--- config.mk ---
export PLATFORM = sky130hd
export DESIGN_NAME = cursor_linked_list_engine_core
export DESIGN_NICKNAME = d
export VERILOG_FILES = /design/src/clle_pkg.sv /design/src/cursor_linked_list_engine_core.sv /design/src/clle_store.sv
export SDC_FILE = /design/constraint.sdc
export NUM_CORES = 2
export LEC_CHECK = 0
export BUFFER_PORTS_ARGS = -buffer_cell sky130_fd_sc_hd__buf_2
export CORE_MARGIN = 2
export CORE_UTILIZATION = 50
export DETAILED_ROUTE_END_ITERATION = 8
export PLACE_DENSITY_LB_ADDON = 0.05
export SETUP_SLACK_MARGIN = 0.05
export SLEW_MARGIN = 20
export SYNTH_ARGS = -nofsm -noshare
export SYNTH_HDL_FRONTEND = slang
export SYNTH_SLANG_ARGS = --single-unit
--- constraint.sdc ---
create_clock -name clk -period 6.4 [get_ports clk]
set_input_delay 0.96 -clock clk [delete_from_list [all_inputs] [get_ports clk]]
set_output_delay 0.96 -clock clk [all_outputs]
set_load 0.01 [all_outputs]
--- src/clle_pkg.sv ---
// shared types, constants and helpers for the cursor linked list engine
// no dependencies; imported by clle_store and cursor_linked_list_engine_core
package clle_pkg;

    // node store geometry
    localparam int CAPACITY     = 32;
    localparam int PAYLOAD_BITS = 32;

    // fixed field widths of the request and response transactions
    localparam int KIND_W   = 3;
    localparam int STATUS_W = 3;
    localparam int DATA_W   = 32;

    // payload bits actually kept in the store
    localparam int KEEP_W = (PAYLOAD_BITS < DATA_W) ? PAYLOAD_BITS : DATA_W;

    // node index carries one extra code for the null marker
    localparam int IDX_W  = $clog2(CAPACITY + 1);
    localparam int ADDR_W = $clog2(CAPACITY);

    typedef logic [IDX_W-1:0]    idx_t;
    typedef logic [ADDR_W-1:0]   addr_t;
    typedef logic [CAPACITY-1:0] used_vec_t;

    localparam idx_t NIL = IDX_W'(CAPACITY);

    // request kinds
    localparam logic [KIND_W-1:0] KIND_INSERT = 3'd0;
    localparam logic [KIND_W-1:0] KIND_REMOVE = 3'd1;
    localparam logic [KIND_W-1:0] KIND_GET    = 3'd2;
    localparam logic [KIND_W-1:0] KIND_NEXT   = 3'd3;
    localparam logic [KIND_W-1:0] KIND_BEGIN  = 3'd4;
    localparam logic [KIND_W-1:0] KIND_CLEAN  = 3'd5;

    // response status codes
    localparam logic [STATUS_W-1:0] ST_OK      = 3'd0;
    localparam logic [STATUS_W-1:0] ST_BAD_ARG = 3'd1;
    localparam logic [STATUS_W-1:0] ST_FULL    = 3'd2;
    localparam logic [STATUS_W-1:0] ST_EMPTY   = 3'd3;
    localparam logic [STATUS_W-1:0] ST_END     = 3'd4;

    typedef struct packed {
        logic [KIND_W-1:0] kind;
        logic [DATA_W-1:0] payload;
    } clle_req_t;

    typedef struct packed {
        logic [STATUS_W-1:0] status;
        logic [DATA_W-1:0]   data;
        logic                list_empty;
    } clle_rsp_t;

    // control from the sequencer into the node store
    typedef struct packed {
        logic              pay_we;
        addr_t             pay_waddr;
        logic [KEEP_W-1:0] pay_wdata;
        logic              pay_re;
        addr_t             pay_raddr;
        logic              link_we;
        addr_t             link_waddr;
        idx_t              link_wdata;
        logic              link_re;
        addr_t             link_raddr;
        logic              used_set;
        logic              used_clr;
        addr_t             used_addr;
        logic              used_wipe;
    } clle_store_req_t;

    // read data and occupancy back from the node store
    typedef struct packed {
        logic [KEEP_W-1:0] pay_rdata;
        idx_t              link_rdata;
        used_vec_t         used;
        idx_t              free_idx;
    } clle_store_rsp_t;

    typedef enum logic [3:0] {
        S_IDLE,
        S_DISPATCH,
        S_INS_LINK,
        S_INS_FIX,
        S_WALK,
        S_RM_FIX,
        S_GET_DATA,
        S_NEXT_DATA,
        S_RESP
    } clle_state_t;

    // index names an occupied node
    function automatic logic is_node(input idx_t i, input used_vec_t used);
        logic hit;
        hit = 1'b0;
        if (i < NIL)
        begin
            hit = used[i[ADDR_W-1:0]];
        end
        return hit;
    endfunction

endpackage

--- src/cursor_linked_list_engine_core.sv ---
// top level of the cursor linked list engine: request sequencer, head and
// cursor registers, response register; uses clle_pkg and clle_store
//
// A singly linked list of up to CAPACITY (32) nodes with a head and a cursor.
// Each request transaction carries a kind (insert, remove, get, next,
// beginning, clean) and a payload; each one yields exactly one response
// transaction with a status, the data read by get or remove, and a flag that
// is high when the list is empty afterwards. Requests are handled one at a
// time: req_stall is low only while the sequencer is idle, and a response
// waiting in the output register does not hold off the next request. A
// remove runs a predecessor walk from the head, which makes one dependent
// read of the link memory per node visited. The payload and link memories
// are synchronous RAMs with separate read and write ports; the sequencer
// never reads and writes the same entry in one cycle, so no forwarding is
// needed. After reset the list is empty and no clearing pass is run: only
// occupied nodes are ever read.
module cursor_linked_list_engine_core
    import clle_pkg::*;
(
    input  logic      clk,
    input  logic      rst_n,
    input  logic      req_valid,
    output logic      req_stall,
    input  clle_req_t req,
    output logic      rsp_valid,
    input  logic      rsp_stall,
    output clle_rsp_t rsp
);

    clle_state_t state_reg, state_next;

    // captured request
    logic [KIND_W-1:0] kind_reg, kind_next;
    logic [KEEP_W-1:0] pay_reg, pay_next;

    // list pointers
    idx_t head_reg, head_next;
    idx_t cursor_reg, cursor_next;

    // insert slot and walk state
    idx_t new_reg, new_next;
    idx_t p_reg, p_next;
    idx_t prev_reg, prev_next;
    idx_t steps_reg, steps_next;
    logic from_ram_reg, from_ram_next;
    logic found_reg, found_next;

    // pending result
    logic [STATUS_W-1:0] status_reg, status_next;
    logic [DATA_W-1:0]   data_reg, data_next;

    // response register
    logic      rsp_valid_reg, rsp_valid_next;
    clle_rsp_t rsp_reg, rsp_next;

    clle_store_req_t st_ctl;
    clle_store_rsp_t st_stat;

    // decisions shared by the next-state and datapath blocks
    logic cur_ok;
    logic head_ok;
    logic ins_go;
    logic ins_link;
    idx_t p_cur;
    logic walk_stop;
    logic walk_hit;
    logic rsp_free;

    clle_store u_store (
        .clk  (clk),
        .rst_n(rst_n),
        .ctl  (st_ctl),
        .stat (st_stat)
    );

    assign cur_ok  = is_node(cursor_reg, st_stat.used);
    assign head_ok = is_node(head_reg, st_stat.used);

    // insert goes ahead with a nonzero payload and a free slot
    assign ins_go   = (pay_reg != '0) && (st_stat.free_idx != NIL);
    // non-empty list: splice after the cursor, needs the cursor's link first
    assign ins_link = ins_go && cur_ok;

    // walk pointer: head on the first step, then the link just read
    assign p_cur     = from_ram_reg ? st_stat.link_rdata : p_reg;
    assign walk_stop = (steps_reg == NIL) || !is_node(p_cur, st_stat.used);
    assign walk_hit  = !walk_stop && (p_cur == cursor_reg);

    // output register may take a new result
    assign rsp_free = !rsp_valid_reg || !rsp_stall;

    // next state
    always_comb
    begin
        state_next = state_reg;
        case (state_reg)
            S_IDLE:
            begin
                if (req_valid)
                begin
                    state_next = S_DISPATCH;
                end
            end
            S_DISPATCH:
            begin
                case (kind_reg)
                    KIND_INSERT: state_next = ins_link ? S_INS_LINK : S_RESP;
                    KIND_REMOVE: state_next = cur_ok ? S_WALK : S_RESP;
                    KIND_GET:    state_next = cur_ok ? S_GET_DATA : S_RESP;
                    KIND_NEXT:   state_next = cur_ok ? S_NEXT_DATA : S_RESP;
                    default:     state_next = S_RESP;
                endcase
            end
            S_INS_LINK:  state_next = S_INS_FIX;
            S_INS_FIX:   state_next = S_RESP;
            S_WALK:
            begin
                if (walk_hit || walk_stop)
                begin
                    state_next = S_RM_FIX;
                end
            end
            S_RM_FIX:    state_next = S_RESP;
            S_GET_DATA:  state_next = S_RESP;
            S_NEXT_DATA: state_next = S_RESP;
            S_RESP:
            begin
                if (rsp_free)
                begin
                    state_next = S_IDLE;
                end
            end
            default:     state_next = S_IDLE;
        endcase
    end

    // datapath, store control and register next values
    always_comb
    begin
        kind_next      = kind_reg;
        pay_next       = pay_reg;
        head_next      = head_reg;
        cursor_next    = cursor_reg;
        new_next       = new_reg;
        p_next         = p_reg;
        prev_next      = prev_reg;
        steps_next     = steps_reg;
        from_ram_next  = from_ram_reg;
        found_next     = found_reg;
        status_next    = status_reg;
        data_next      = data_reg;
        rsp_next       = rsp_reg;
        rsp_valid_next = rsp_valid_reg && rsp_stall;
        st_ctl         = '0;

        case (state_reg)
            S_IDLE:
            begin
                if (req_valid)
                begin
                    kind_next = req.kind;
                    pay_next  = req.payload[KEEP_W-1:0];
                end
            end

            S_DISPATCH:
            begin
                status_next = ST_OK;
                data_next   = '0;
                case (kind_reg)
                    KIND_INSERT:
                    begin
                        if (pay_reg == '0)
                        begin
                            status_next = ST_BAD_ARG;
                        end
                        else if (st_stat.free_idx == NIL)
                        begin
                            status_next = ST_FULL;
                        end
                        else
                        begin
                            st_ctl.pay_we    = 1'b1;
                            st_ctl.pay_waddr = st_stat.free_idx[ADDR_W-1:0];
                            st_ctl.pay_wdata = pay_reg;
                            st_ctl.used_set  = 1'b1;
                            st_ctl.used_addr = st_stat.free_idx[ADDR_W-1:0];
                            new_next         = st_stat.free_idx;
                            if (cur_ok)
                            begin
                                // fetch the cursor's successor for the splice
                                st_ctl.link_re    = 1'b1;
                                st_ctl.link_raddr = cursor_reg[ADDR_W-1:0];
                            end
                            else
                            begin
                                // first node of a new list
                                st_ctl.link_we    = 1'b1;
                                st_ctl.link_waddr = st_stat.free_idx[ADDR_W-1:0];
                                st_ctl.link_wdata = NIL;
                                head_next         = st_stat.free_idx;
                                cursor_next       = st_stat.free_idx;
                            end
                        end
                    end
                    KIND_REMOVE:
                    begin
                        if (!cur_ok)
                        begin
                            status_next = ST_EMPTY;
                        end
                        else
                        begin
                            st_ctl.pay_re    = 1'b1;
                            st_ctl.pay_raddr = cursor_reg[ADDR_W-1:0];
                            p_next           = head_reg;
                            prev_next        = NIL;
                            steps_next       = '0;
                            from_ram_next    = 1'b0;
                        end
                    end
                    KIND_GET:
                    begin
                        if (!cur_ok)
                        begin
                            status_next = ST_EMPTY;
                        end
                        else
                        begin
                            st_ctl.pay_re    = 1'b1;
                            st_ctl.pay_raddr = cursor_reg[ADDR_W-1:0];
                        end
                    end
                    KIND_NEXT:
                    begin
                        if (!cur_ok)
                        begin
                            status_next = ST_EMPTY;
                        end
                        else
                        begin
                            st_ctl.link_re    = 1'b1;
                            st_ctl.link_raddr = cursor_reg[ADDR_W-1:0];
                        end
                    end
                    KIND_BEGIN:
                    begin
                        if (!head_ok)
                        begin
                            status_next = ST_EMPTY;
                        end
                        else
                        begin
                            cursor_next = head_reg;
                        end
                    end
                    KIND_CLEAN:
                    begin
                        st_ctl.used_wipe = 1'b1;
                        head_next        = NIL;
                        cursor_next      = NIL;
                    end
                    default:
                    begin
                        status_next = ST_BAD_ARG;
                    end
                endcase
            end

            S_INS_LINK:
            begin
                // new node inherits the cursor's successor
                st_ctl.link_we    = 1'b1;
                st_ctl.link_waddr = new_reg[ADDR_W-1:0];
                st_ctl.link_wdata = st_stat.link_rdata;
            end

            S_INS_FIX:
            begin
                st_ctl.link_we    = 1'b1;
                st_ctl.link_waddr = cursor_reg[ADDR_W-1:0];
                st_ctl.link_wdata = new_reg;
                cursor_next       = new_reg;
            end

            S_WALK:
            begin
                if (walk_hit)
                begin
                    // fetch the removed node's successor
                    found_next        = 1'b1;
                    st_ctl.link_re    = 1'b1;
                    st_ctl.link_raddr = cursor_reg[ADDR_W-1:0];
                end
                else if (walk_stop)
                begin
                    found_next = 1'b0;
                end
                else
                begin
                    st_ctl.link_re    = 1'b1;
                    st_ctl.link_raddr = p_cur[ADDR_W-1:0];
                    prev_next         = p_cur;
                    steps_next        = steps_reg + 1'b1;
                    from_ram_next     = 1'b1;
                end
            end

            S_RM_FIX:
            begin
                data_next        = DATA_W'(st_stat.pay_rdata);
                st_ctl.used_clr  = 1'b1;
                st_ctl.used_addr = cursor_reg[ADDR_W-1:0];
                if (found_reg)
                begin
                    if (prev_reg == NIL)
                    begin
                        // head removed, successor takes over
                        if (is_node(st_stat.link_rdata, st_stat.used)
                            && (st_stat.link_rdata != cursor_reg))
                        begin
                            head_next   = st_stat.link_rdata;
                            cursor_next = st_stat.link_rdata;
                        end
                        else
                        begin
                            head_next   = NIL;
                            cursor_next = NIL;
                        end
                    end
                    else
                    begin
                        st_ctl.link_we    = 1'b1;
                        st_ctl.link_waddr = prev_reg[ADDR_W-1:0];
                        st_ctl.link_wdata = st_stat.link_rdata;
                        cursor_next       = prev_reg;
                    end
                end
                else
                begin
                    // cursor unreachable from head: drop it, fall back to head or empty the list
                    if (head_ok && (head_reg != cursor_reg))
                    begin
                        cursor_next = head_reg;
                    end
                    else
                    begin
                        head_next   = NIL;
                        cursor_next = NIL;
                    end
                end
            end

            S_GET_DATA:
            begin
                data_next = DATA_W'(st_stat.pay_rdata);
            end

            S_NEXT_DATA:
            begin
                if (is_node(st_stat.link_rdata, st_stat.used))
                begin
                    cursor_next = st_stat.link_rdata;
                end
                else
                begin
                    status_next = ST_END;
                end
            end

            S_RESP:
            begin
                if (rsp_free)
                begin
                    rsp_next.status     = status_reg;
                    rsp_next.data       = data_reg;
                    rsp_next.list_empty = !head_ok;
                    rsp_valid_next      = 1'b1;
                end
            end

            default:
            begin
            end
        endcase
    end

    // control registers
    always_ff @(posedge clk or negedge rst_n)
    begin
        if (!rst_n)
        begin
            state_reg     <= S_IDLE;
            head_reg      <= NIL;
            cursor_reg    <= NIL;
            rsp_valid_reg <= 1'b0;
        end
        else
        begin
            state_reg     <= state_next;
            head_reg      <= head_next;
            cursor_reg    <= cursor_next;
            rsp_valid_reg <= rsp_valid_next;
        end
    end

    // payload and scratch registers
    always_ff @(posedge clk)
    begin
        kind_reg     <= kind_next;
        pay_reg      <= pay_next;
        new_reg      <= new_next;
        p_reg        <= p_next;
        prev_reg     <= prev_next;
        steps_reg    <= steps_next;
        from_ram_reg <= from_ram_next;
        found_reg    <= found_next;
        status_reg   <= status_next;
        data_reg     <= data_next;
        rsp_reg      <= rsp_next;
    end

    assign req_stall = (state_reg != S_IDLE);
    assign rsp_valid = rsp_valid_reg;
    assign rsp       = rsp_reg;

`ifndef SYNTHESIS
    // cursor is null or names an occupied node
    a_cursor_live: assert property (@(posedge clk) disable iff (!rst_n)
        (cursor_reg == NIL) || ((cursor_reg < NIL) && st_stat.used[cursor_reg[ADDR_W-1:0]]))
        else $error("cursor points at a free or invalid slot");

    // head is null or names an occupied node
    a_head_live: assert property (@(posedge clk) disable iff (!rst_n)
        (head_reg == NIL) || ((head_reg < NIL) && st_stat.used[head_reg[ADDR_W-1:0]]))
        else $error("head points at a free or invalid slot");

    // an empty list has no cursor
    a_empty_no_cursor: assert property (@(posedge clk) disable iff (!rst_n)
        (head_reg == NIL) |-> (cursor_reg == NIL))
        else $error("cursor set while list is empty");

    // walk never runs past the store size
    a_walk_bound: assert property (@(posedge clk) disable iff (!rst_n)
        (state_reg == S_WALK) |-> (steps_reg <= NIL))
        else $error("predecessor walk overran the store");

    // a new response only comes out of the response state
    a_rsp_source: assert property (@(posedge clk) disable iff (!rst_n)
        $rose(rsp_valid_reg) |-> $past(state_reg == S_RESP))
        else $error("response raised outside the response state");
`endif

endmodule

--- src/clle_store.sv ---
// node store: payload and link memories with registered read data,
// occupancy flags and lowest-free-slot search; uses clle_pkg
module clle_store
    import clle_pkg::*;
(
    input  logic            clk,
    input  logic            rst_n,
    input  clle_store_req_t ctl,
    output clle_store_rsp_t stat
);

    logic [KEEP_W-1:0] pay_mem [CAPACITY];
    idx_t              link_mem [CAPACITY];

    logic [KEEP_W-1:0] pay_rdata_reg;
    idx_t              link_rdata_reg;
    used_vec_t         used_reg;
    used_vec_t         used_next;
    idx_t              free_idx;

    always_ff @(posedge clk)
    begin
        if (ctl.pay_we)
        begin
            pay_mem[ctl.pay_waddr] <= ctl.pay_wdata;
        end
        if (ctl.pay_re)
        begin
            pay_rdata_reg <= pay_mem[ctl.pay_raddr];
        end
    end

    always_ff @(posedge clk)
    begin
        if (ctl.link_we)
        begin
            link_mem[ctl.link_waddr] <= ctl.link_wdata;
        end
        if (ctl.link_re)
        begin
            link_rdata_reg <= link_mem[ctl.link_raddr];
        end
    end

    always_comb
    begin
        used_next = used_reg;
        if (ctl.used_wipe)
        begin
            used_next = '0;
        end
        else if (ctl.used_set)
        begin
            used_next[ctl.used_addr] = 1'b1;
        end
        else if (ctl.used_clr)
        begin
            used_next[ctl.used_addr] = 1'b0;
        end
    end

    always_ff @(posedge clk or negedge rst_n)
    begin
        if (!rst_n)
        begin
            used_reg <= '0;
        end
        else
        begin
            used_reg <= used_next;
        end
    end

    // priority encoder, lowest free slot wins
    always_comb
    begin
        free_idx = NIL;
        for (int i = CAPACITY - 1; i >= 0; i--)
        begin
            if (!used_reg[i])
            begin
                free_idx = IDX_W'(i);
            end
        end
    end

    assign stat.pay_rdata  = pay_rdata_reg;
    assign stat.link_rdata = link_rdata_reg;
    assign stat.used       = used_reg;
    assign stat.free_idx   = free_idx;

endmodule
# Word-level counts from Yosys, hierarchy flattened
# Memory sizes are Yosys's and may differ from the RTL's. A register that Yosys moved wholly into a read port is not among the register bits.
# Index checks and enable logic that the tools add are counted.
dict set report classes {
  n_eq_ne 36
  n_lt_le_gt_ge 10
  bitwise 5
  reduce_logical 41
  muxes 134
  addsub 1
}
# op count
set op_table {}
lappend op_table {{2-to-1 mux 6 bit} 56}
lappend op_table {{2-to-1 mux 38 bit} 3}
lappend op_table {{2-to-1 mux 32 bit} 3}
lappend op_table {{case mux 6 bit (2 select lines)} 6}
lappend op_table {{case mux 32 bit (2 select lines)} 1}
lappend op_table {{2-to-1 mux 12 bit} 4}
lappend op_table {{case mux 12 bit (4 select lines)} 1}
lappend op_table {{2-to-1 mux 44 bit} 1}
lappend op_table {{2-to-1 mux 19 bit} 2}
lappend op_table {{AND 32 bit} 1}
lappend op_table {{logical NOT 32 bit} 1}
lappend op_table {{NOT 32 bit} 1}
lappend op_table {{OR 32 bit} 1}
lappend op_table {{nonzero test 32 bit} 1}
lappend op_table {{less-than comparator 5 x 6 -> 1 bit (second input constant)} 5}
lappend op_table {{2-to-1 mux 1 bit} 29}
lappend op_table {{2-to-1 mux 4 bit} 7}
lappend op_table {{less-than comparator 6 bit (second input constant)} 4}
lappend op_table {{case mux 4 bit (6 select lines)} 1}
lappend op_table {{case mux 6 bit (4 select lines)} 1}
lappend op_table {{binary-select mux 1 bit (select 5 bit)} 4}
lappend op_table {{== test 6 bit (second input constant)} 3}
lappend op_table {{case mux 6 bit (3 select lines)} 1}
lappend op_table {{== test 4 x 3 -> 1 bit (second input constant)} 4}
lappend op_table {{other kinds (43)} 86}
dict set report totals {
  inputBits 39
  ram_bits 1216
  mem_count 2
  register_bits 181
}
# name depth width read_ports rd_clocked_by_memory_dff write_ports line
set memory_table {}
lappend memory_table {u_store.pay_mem 32 32 1 1 1 clle_store.sv:12} ;# logic [KEEP_W-1:0] pay_mem [CAPACITY];
lappend memory_table {u_store.link_mem 32 6 1 1 1 clle_store.sv:13} ;# idx_t link_mem [CAPACITY];

# Logic depth before layout (Yosys ltp)
dict set report depth {
  depth_word 46
  mapped_depth 15
}

# Hierarchy
# A second synthesis with hierarchy kept.
dict set report hier_totals {
  cells_unflattened 3306
  area_unflattened_um2 57791.7
}
# mod instances cells_per_inst area_each_um2
set by_module_without_submodules {}
lappend by_module_without_submodules {clle_store 1 2627 49809.0}
lappend by_module_without_submodules {cursor_linked_list_engine_core 1 679 7982.7}

# Least setup slack after synthesis
# OpenSTA, ideal clock, no wires.
dict set report synth_timing {
  path_kind {register -> register}
  start {register state_reg[3]}
  end {memory u_store.pay_mem[28][0] (netlist bit), enable pin}
  setup_slack_ns 2.052
  arrival_ns 3.927
  n_path_buf 2
  setup_ns 0.421
  stages_incl_launch_ff 12
  t_required_ns 5.979
  path_cell_list {dfrtp_1 > buf_2 > or4b_2 > nor4_2 > o21a_1 > clkbuf_1 > nand2_1 > nand2_1 > a22oi_1 > o21bai_1 > nand2_1 > nor2_1}
}
dict set report synth_via {
  elab_chain_len 4
}
# element line
set synth_lines {}
lappend synth_lines {{start: declaration} cursor_linked_list_engine_core.sv:30} ;# clle_state_t state_reg, state_next;
lappend synth_lines {{start signal: assignment} cursor_linked_list_engine_core.sv:400} ;# state_reg <= state_next;
lappend synth_lines {{== test 4 x 1 -> 1 bit *} cursor_linked_list_engine_core.sv:156} ;# case (state_reg)
lappend synth_lines {{2-to-1 mux 44 bit *} cursor_linked_list_engine_core.sv:156}
lappend synth_lines {{2-to-1 mux 1 bit} clle_store.sv:23} ;# if (ctl.pay_we)
lappend synth_lines {{2-to-1 mux 1 bit (implied by the code)} clle_store.sv:25} ;# pay_mem[ctl.pay_waddr] <= ctl.pay_wdata;
lappend synth_lines {{end: declaration} clle_store.sv:12}
# Every way passes the cells marked *; elsewhere a longest branch is shown, timed or not.

# Final worst setup path
dict set report layout_timing {
  start {register state_reg[2]}
  end {register u_store.link_rdata_reg[3] (read register of u_store.link_mem), data pin}
}
dict set report layout_via {
  elab_chain_len 2
  elab_cells_between_ends 3
  cone_classes {eq/ne: 2; mux: 1}
}
# element line
set layout_lines {}
lappend layout_lines {{== test 4 x 3 -> 1 bit / == test 4 x 1 -> 1 bit (equally long branches)} cursor_linked_list_engine_core.sv:156}
lappend layout_lines {{case mux 6 bit (2 select lines) *} cursor_linked_list_engine_core.sv:156}
lappend layout_lines {{end: declaration} clle_store.sv:16} ;# idx_t link_rdata_reg;
# Marks and branches as above.
# A chain may end at the register's enable or synchronous reset.

==> summary.md <==
| Metric | Value |
|---|---|
| DR vias/cell | 6.356 |
| Tightest Pin Transition | between 1 and 1.5 ns |
| GRT Residual Overflow | 0 |
| Peak VDD IR | about 0.26 mV |
| FP Rows | 125 |
| # fillers | just over 9000 |
| DRT Pass-1 Iters | 6 |
| Final min period | around 5.3 ns |
| Synthesized cell area | 0.05853 mm2 |
| Chip height | approximately 350 um |
| Reg clk slew, reported paths | ~0.06 ns |
| PwrDens | 322.7 mW/mm2 |
| CP Launch Type | flip-flop |
| Crit path DAT | between 5 and 6 ns |
| Worst skew pair latency | a little under 0.8 ns |
| Leak | around 21 nW |
| Tcrit/Tclk final | between 80% and 90% |
| Area occupied by multi-input gates | approximately 0.015 mm2 |
| Setup Crit Path Kind | flip-flop to flip-flop |
| Area after DPL | about 0.06 mm2 |
| Class of the worst hold path | input port to asynchronous set/reset pin |
| Max-cap violations | 0 |
| Synth Instances | 4229 |
| Slew Limit Fails | 0 |
| Nets@finish | 4340 |
| Initial antenna violation count | 6 |
| Final WS setup | ~1.1 ns |
| Die area | about 0.12 mm2 |
| CTS resizes | 0 |
| Setup Total Neg Slack | 0 ns |
| Design area | around 0.066 mm2 |
| Cell count after placement | 5669 |
| DP Wirelength | about 100000 um |
| Commonest non-fill, non-tap cells in the layout | edfxtp_1, nand2_1, nor2_1, o21ai_0, clkbuf_16 |
| Hold_buf cts | 0 |
| Status | complete, no violations |
| Via count | around 38000 |
| Post-CTS Setup Repair Bufs | 0 |
| Fmax | roughly 0.19 GHz |
| Largest net degree at the start of global routing | 175 |
| GRT Util Overall | 28.89% |
| Sequential share of the synthesized area | 73.21% |
| Input/output buffers | 76 |
| Layout Cells excl Fill | 5938 |
| Async SR Flop Fraction | about 3.4% |
| RSZ-0062 raised after global routing | no |
| CTS tree | built |
| Commonest non-fill, non-tap cell in the layout | edfxtp_1 |
| Root Buffer | clkbuf_16 |
| Share of layout cells above drive strength 1 | around an eighth |
| CTS Buf Count | approximately 150 |
| Critical Path Fanout Max | 21 |
| Yosys warning count | 0 |
| Rel. slew slack | between 20% and 30% |
| Post-synthesis to final-layout area growth | 12.83% |
| Clock sinks | between 1000 and 1500 |
| Largest buffer count on any clock path | 3 |
| Post-synth EDFFs | 1386 |
| Global-route wire length before repair | about 250000 um |
| WL/cell | a little under 30 um |
| Starting Density | around 50% |
| ANT nets after route | 0 |
| Post-layout util | ~57% |
| Most used flip-flop cell after synthesis | edfxtp_1 |
| Drt initial violations | between 4000 and 5000 |
| Unique cell type count in the Yosys netlist | 76 |
| I/O pin count | just under 80 |
| Routed wire length | 173900 um |
| Final Hold Vio Count | 0 |
| Critical path data required time | 6.86 ns |
| Sequential cell area | about 0.043 mm2 |
| Vias in the first global route | between 30000 and 40000 |
| Clock skew | approximately 0.036 ns |
| Pre-CTS setup slack | about 1.1 ns |
| Placeable core area | between 0.1 and 0.15 mm2 |
| Die W | between 300 and 400 um |
| Setup crit end kind | flip-flop |
| Mean Syn Cell Area | about 14 um2 |
| H-Tree Depth | 4 |
| DR DRC count | 0 |
| Syn_nets | 4270 |
| Routability cong. | between 0.9 and 1 |
| Max reg flops | ~1000 |
| Final Setup Violations | 0 |
| Yosys reg bits | between 1000 and 1500 |
## per-layer routing
layer | wire [um] | track usage, %
met2 | 80210 | 44.69
met1 | 73940 | 41.80
met4 | 6013 | 10.53
met5 | 0 | 0
met3 | 13680 | 4.388
## Yosys cell counts (44+ instances only)
library cell	n	area, um2
a311oi_1	66	578.1
o21ai_0	230	1151
clkbuf_1	208	780.8
edfxtp_1	1386	41620
o211ai_1	55	412.9
nand2_1	553	2076
a21oi_1	52	260.3
dfrtp_1	47	1176
nand3_1	49	245.2
o221ai_1	68	595.6
o22ai_1	77	481.7
a31oi_1	81	506.7
buf_2	75	375.4
and2_1	44	275.3
a211oi_1	135	1013
mux2i_1	52	520.5
nand4_1	62	387.9
nor2_1	482	1809
## final timing paths
kind	start	end	slack, ns	depth (start not counted)
min in group clk	req[32]	kind_reg[0]$_DFFE_PP_	0.37	1
worst max register to register	state_reg[2]$_DFFE_PN0P_	u_store.link_rdata_reg[3]$_DFFE_PP_	1.07	11
worst min-delay path	rst_n	rsp_valid$_DFF_PN0_	0.31	2
max in group asynchronous	rst_n	cursor_reg[0]$_DFFE_PN0P_	5.54	2
worst min register to register	data_reg[31]$_SDFFCE_PN0P_	rsp[32]$_DFFE_PP_	0.42	0
worst max-delay path	state_reg[2]$_DFFE_PN0P_	u_store.link_rdata_reg[3]$_DFFE_PP_	1.07	11
## critical path, stage by stage (launching register included)
cell       delay (ns)
dfrtp_1          0.59
or4b_2           0.77
nor4_2           0.46
o21a_1           0.64
nand2_2          0.30
a21oi_2          0.44
o2bb2ai_4        0.37
buf_4            0.36
and2_0           0.68
nand3_1          0.17
nand4_1          0.15
nand4_1          0.09
## through the flow
step | hold slack [ns] | power, mW
floorplan | 0.4003 | 12.34
global placement | 0.4015 | 13.10
detailed placement | 0.4045 | 13.13
CTS | 0.3173 | 21.42
global route | 0.3454 | 21.99
finish | 0.3103 | 21.31
## report_power, final
part	switching (mW)	total (mW)	leakage (nW)	internal, mW
combinational	1.46	2.01	5.91	0.549
sequential	0.280	10.9	12.8	10.7
clock	3.61	8.36	2.27	4.75
## area by class of cell
type | instances | area share (%)
clock inverter | 76 | 0.8923
inverter | 25 | 0.1459
antenna | 1 | 0.003789
timing repair buffer | 221 | 2.671
tap | 1524 | 2.887
multi-input combinational | 2465 | 22.39
clock buffer | 191 | 6.125
sequential | 1435 | 64.89
## cells by family after synthesis
| group | share of synthesized area [%] |
|---|---|
| AOI/OAI and AO/OA | 11.66 |
| xor gates and xnor gates | 0.3442 |
| adders and majority gates | 0.04275 |
| buffers and inverters | 2.296 |
| DFF | 73.21 |
| muxes | 2.448 |
| and+or+nand+nor | 10.00 |
Note: power is estimated with default switching activity, not from simulation.
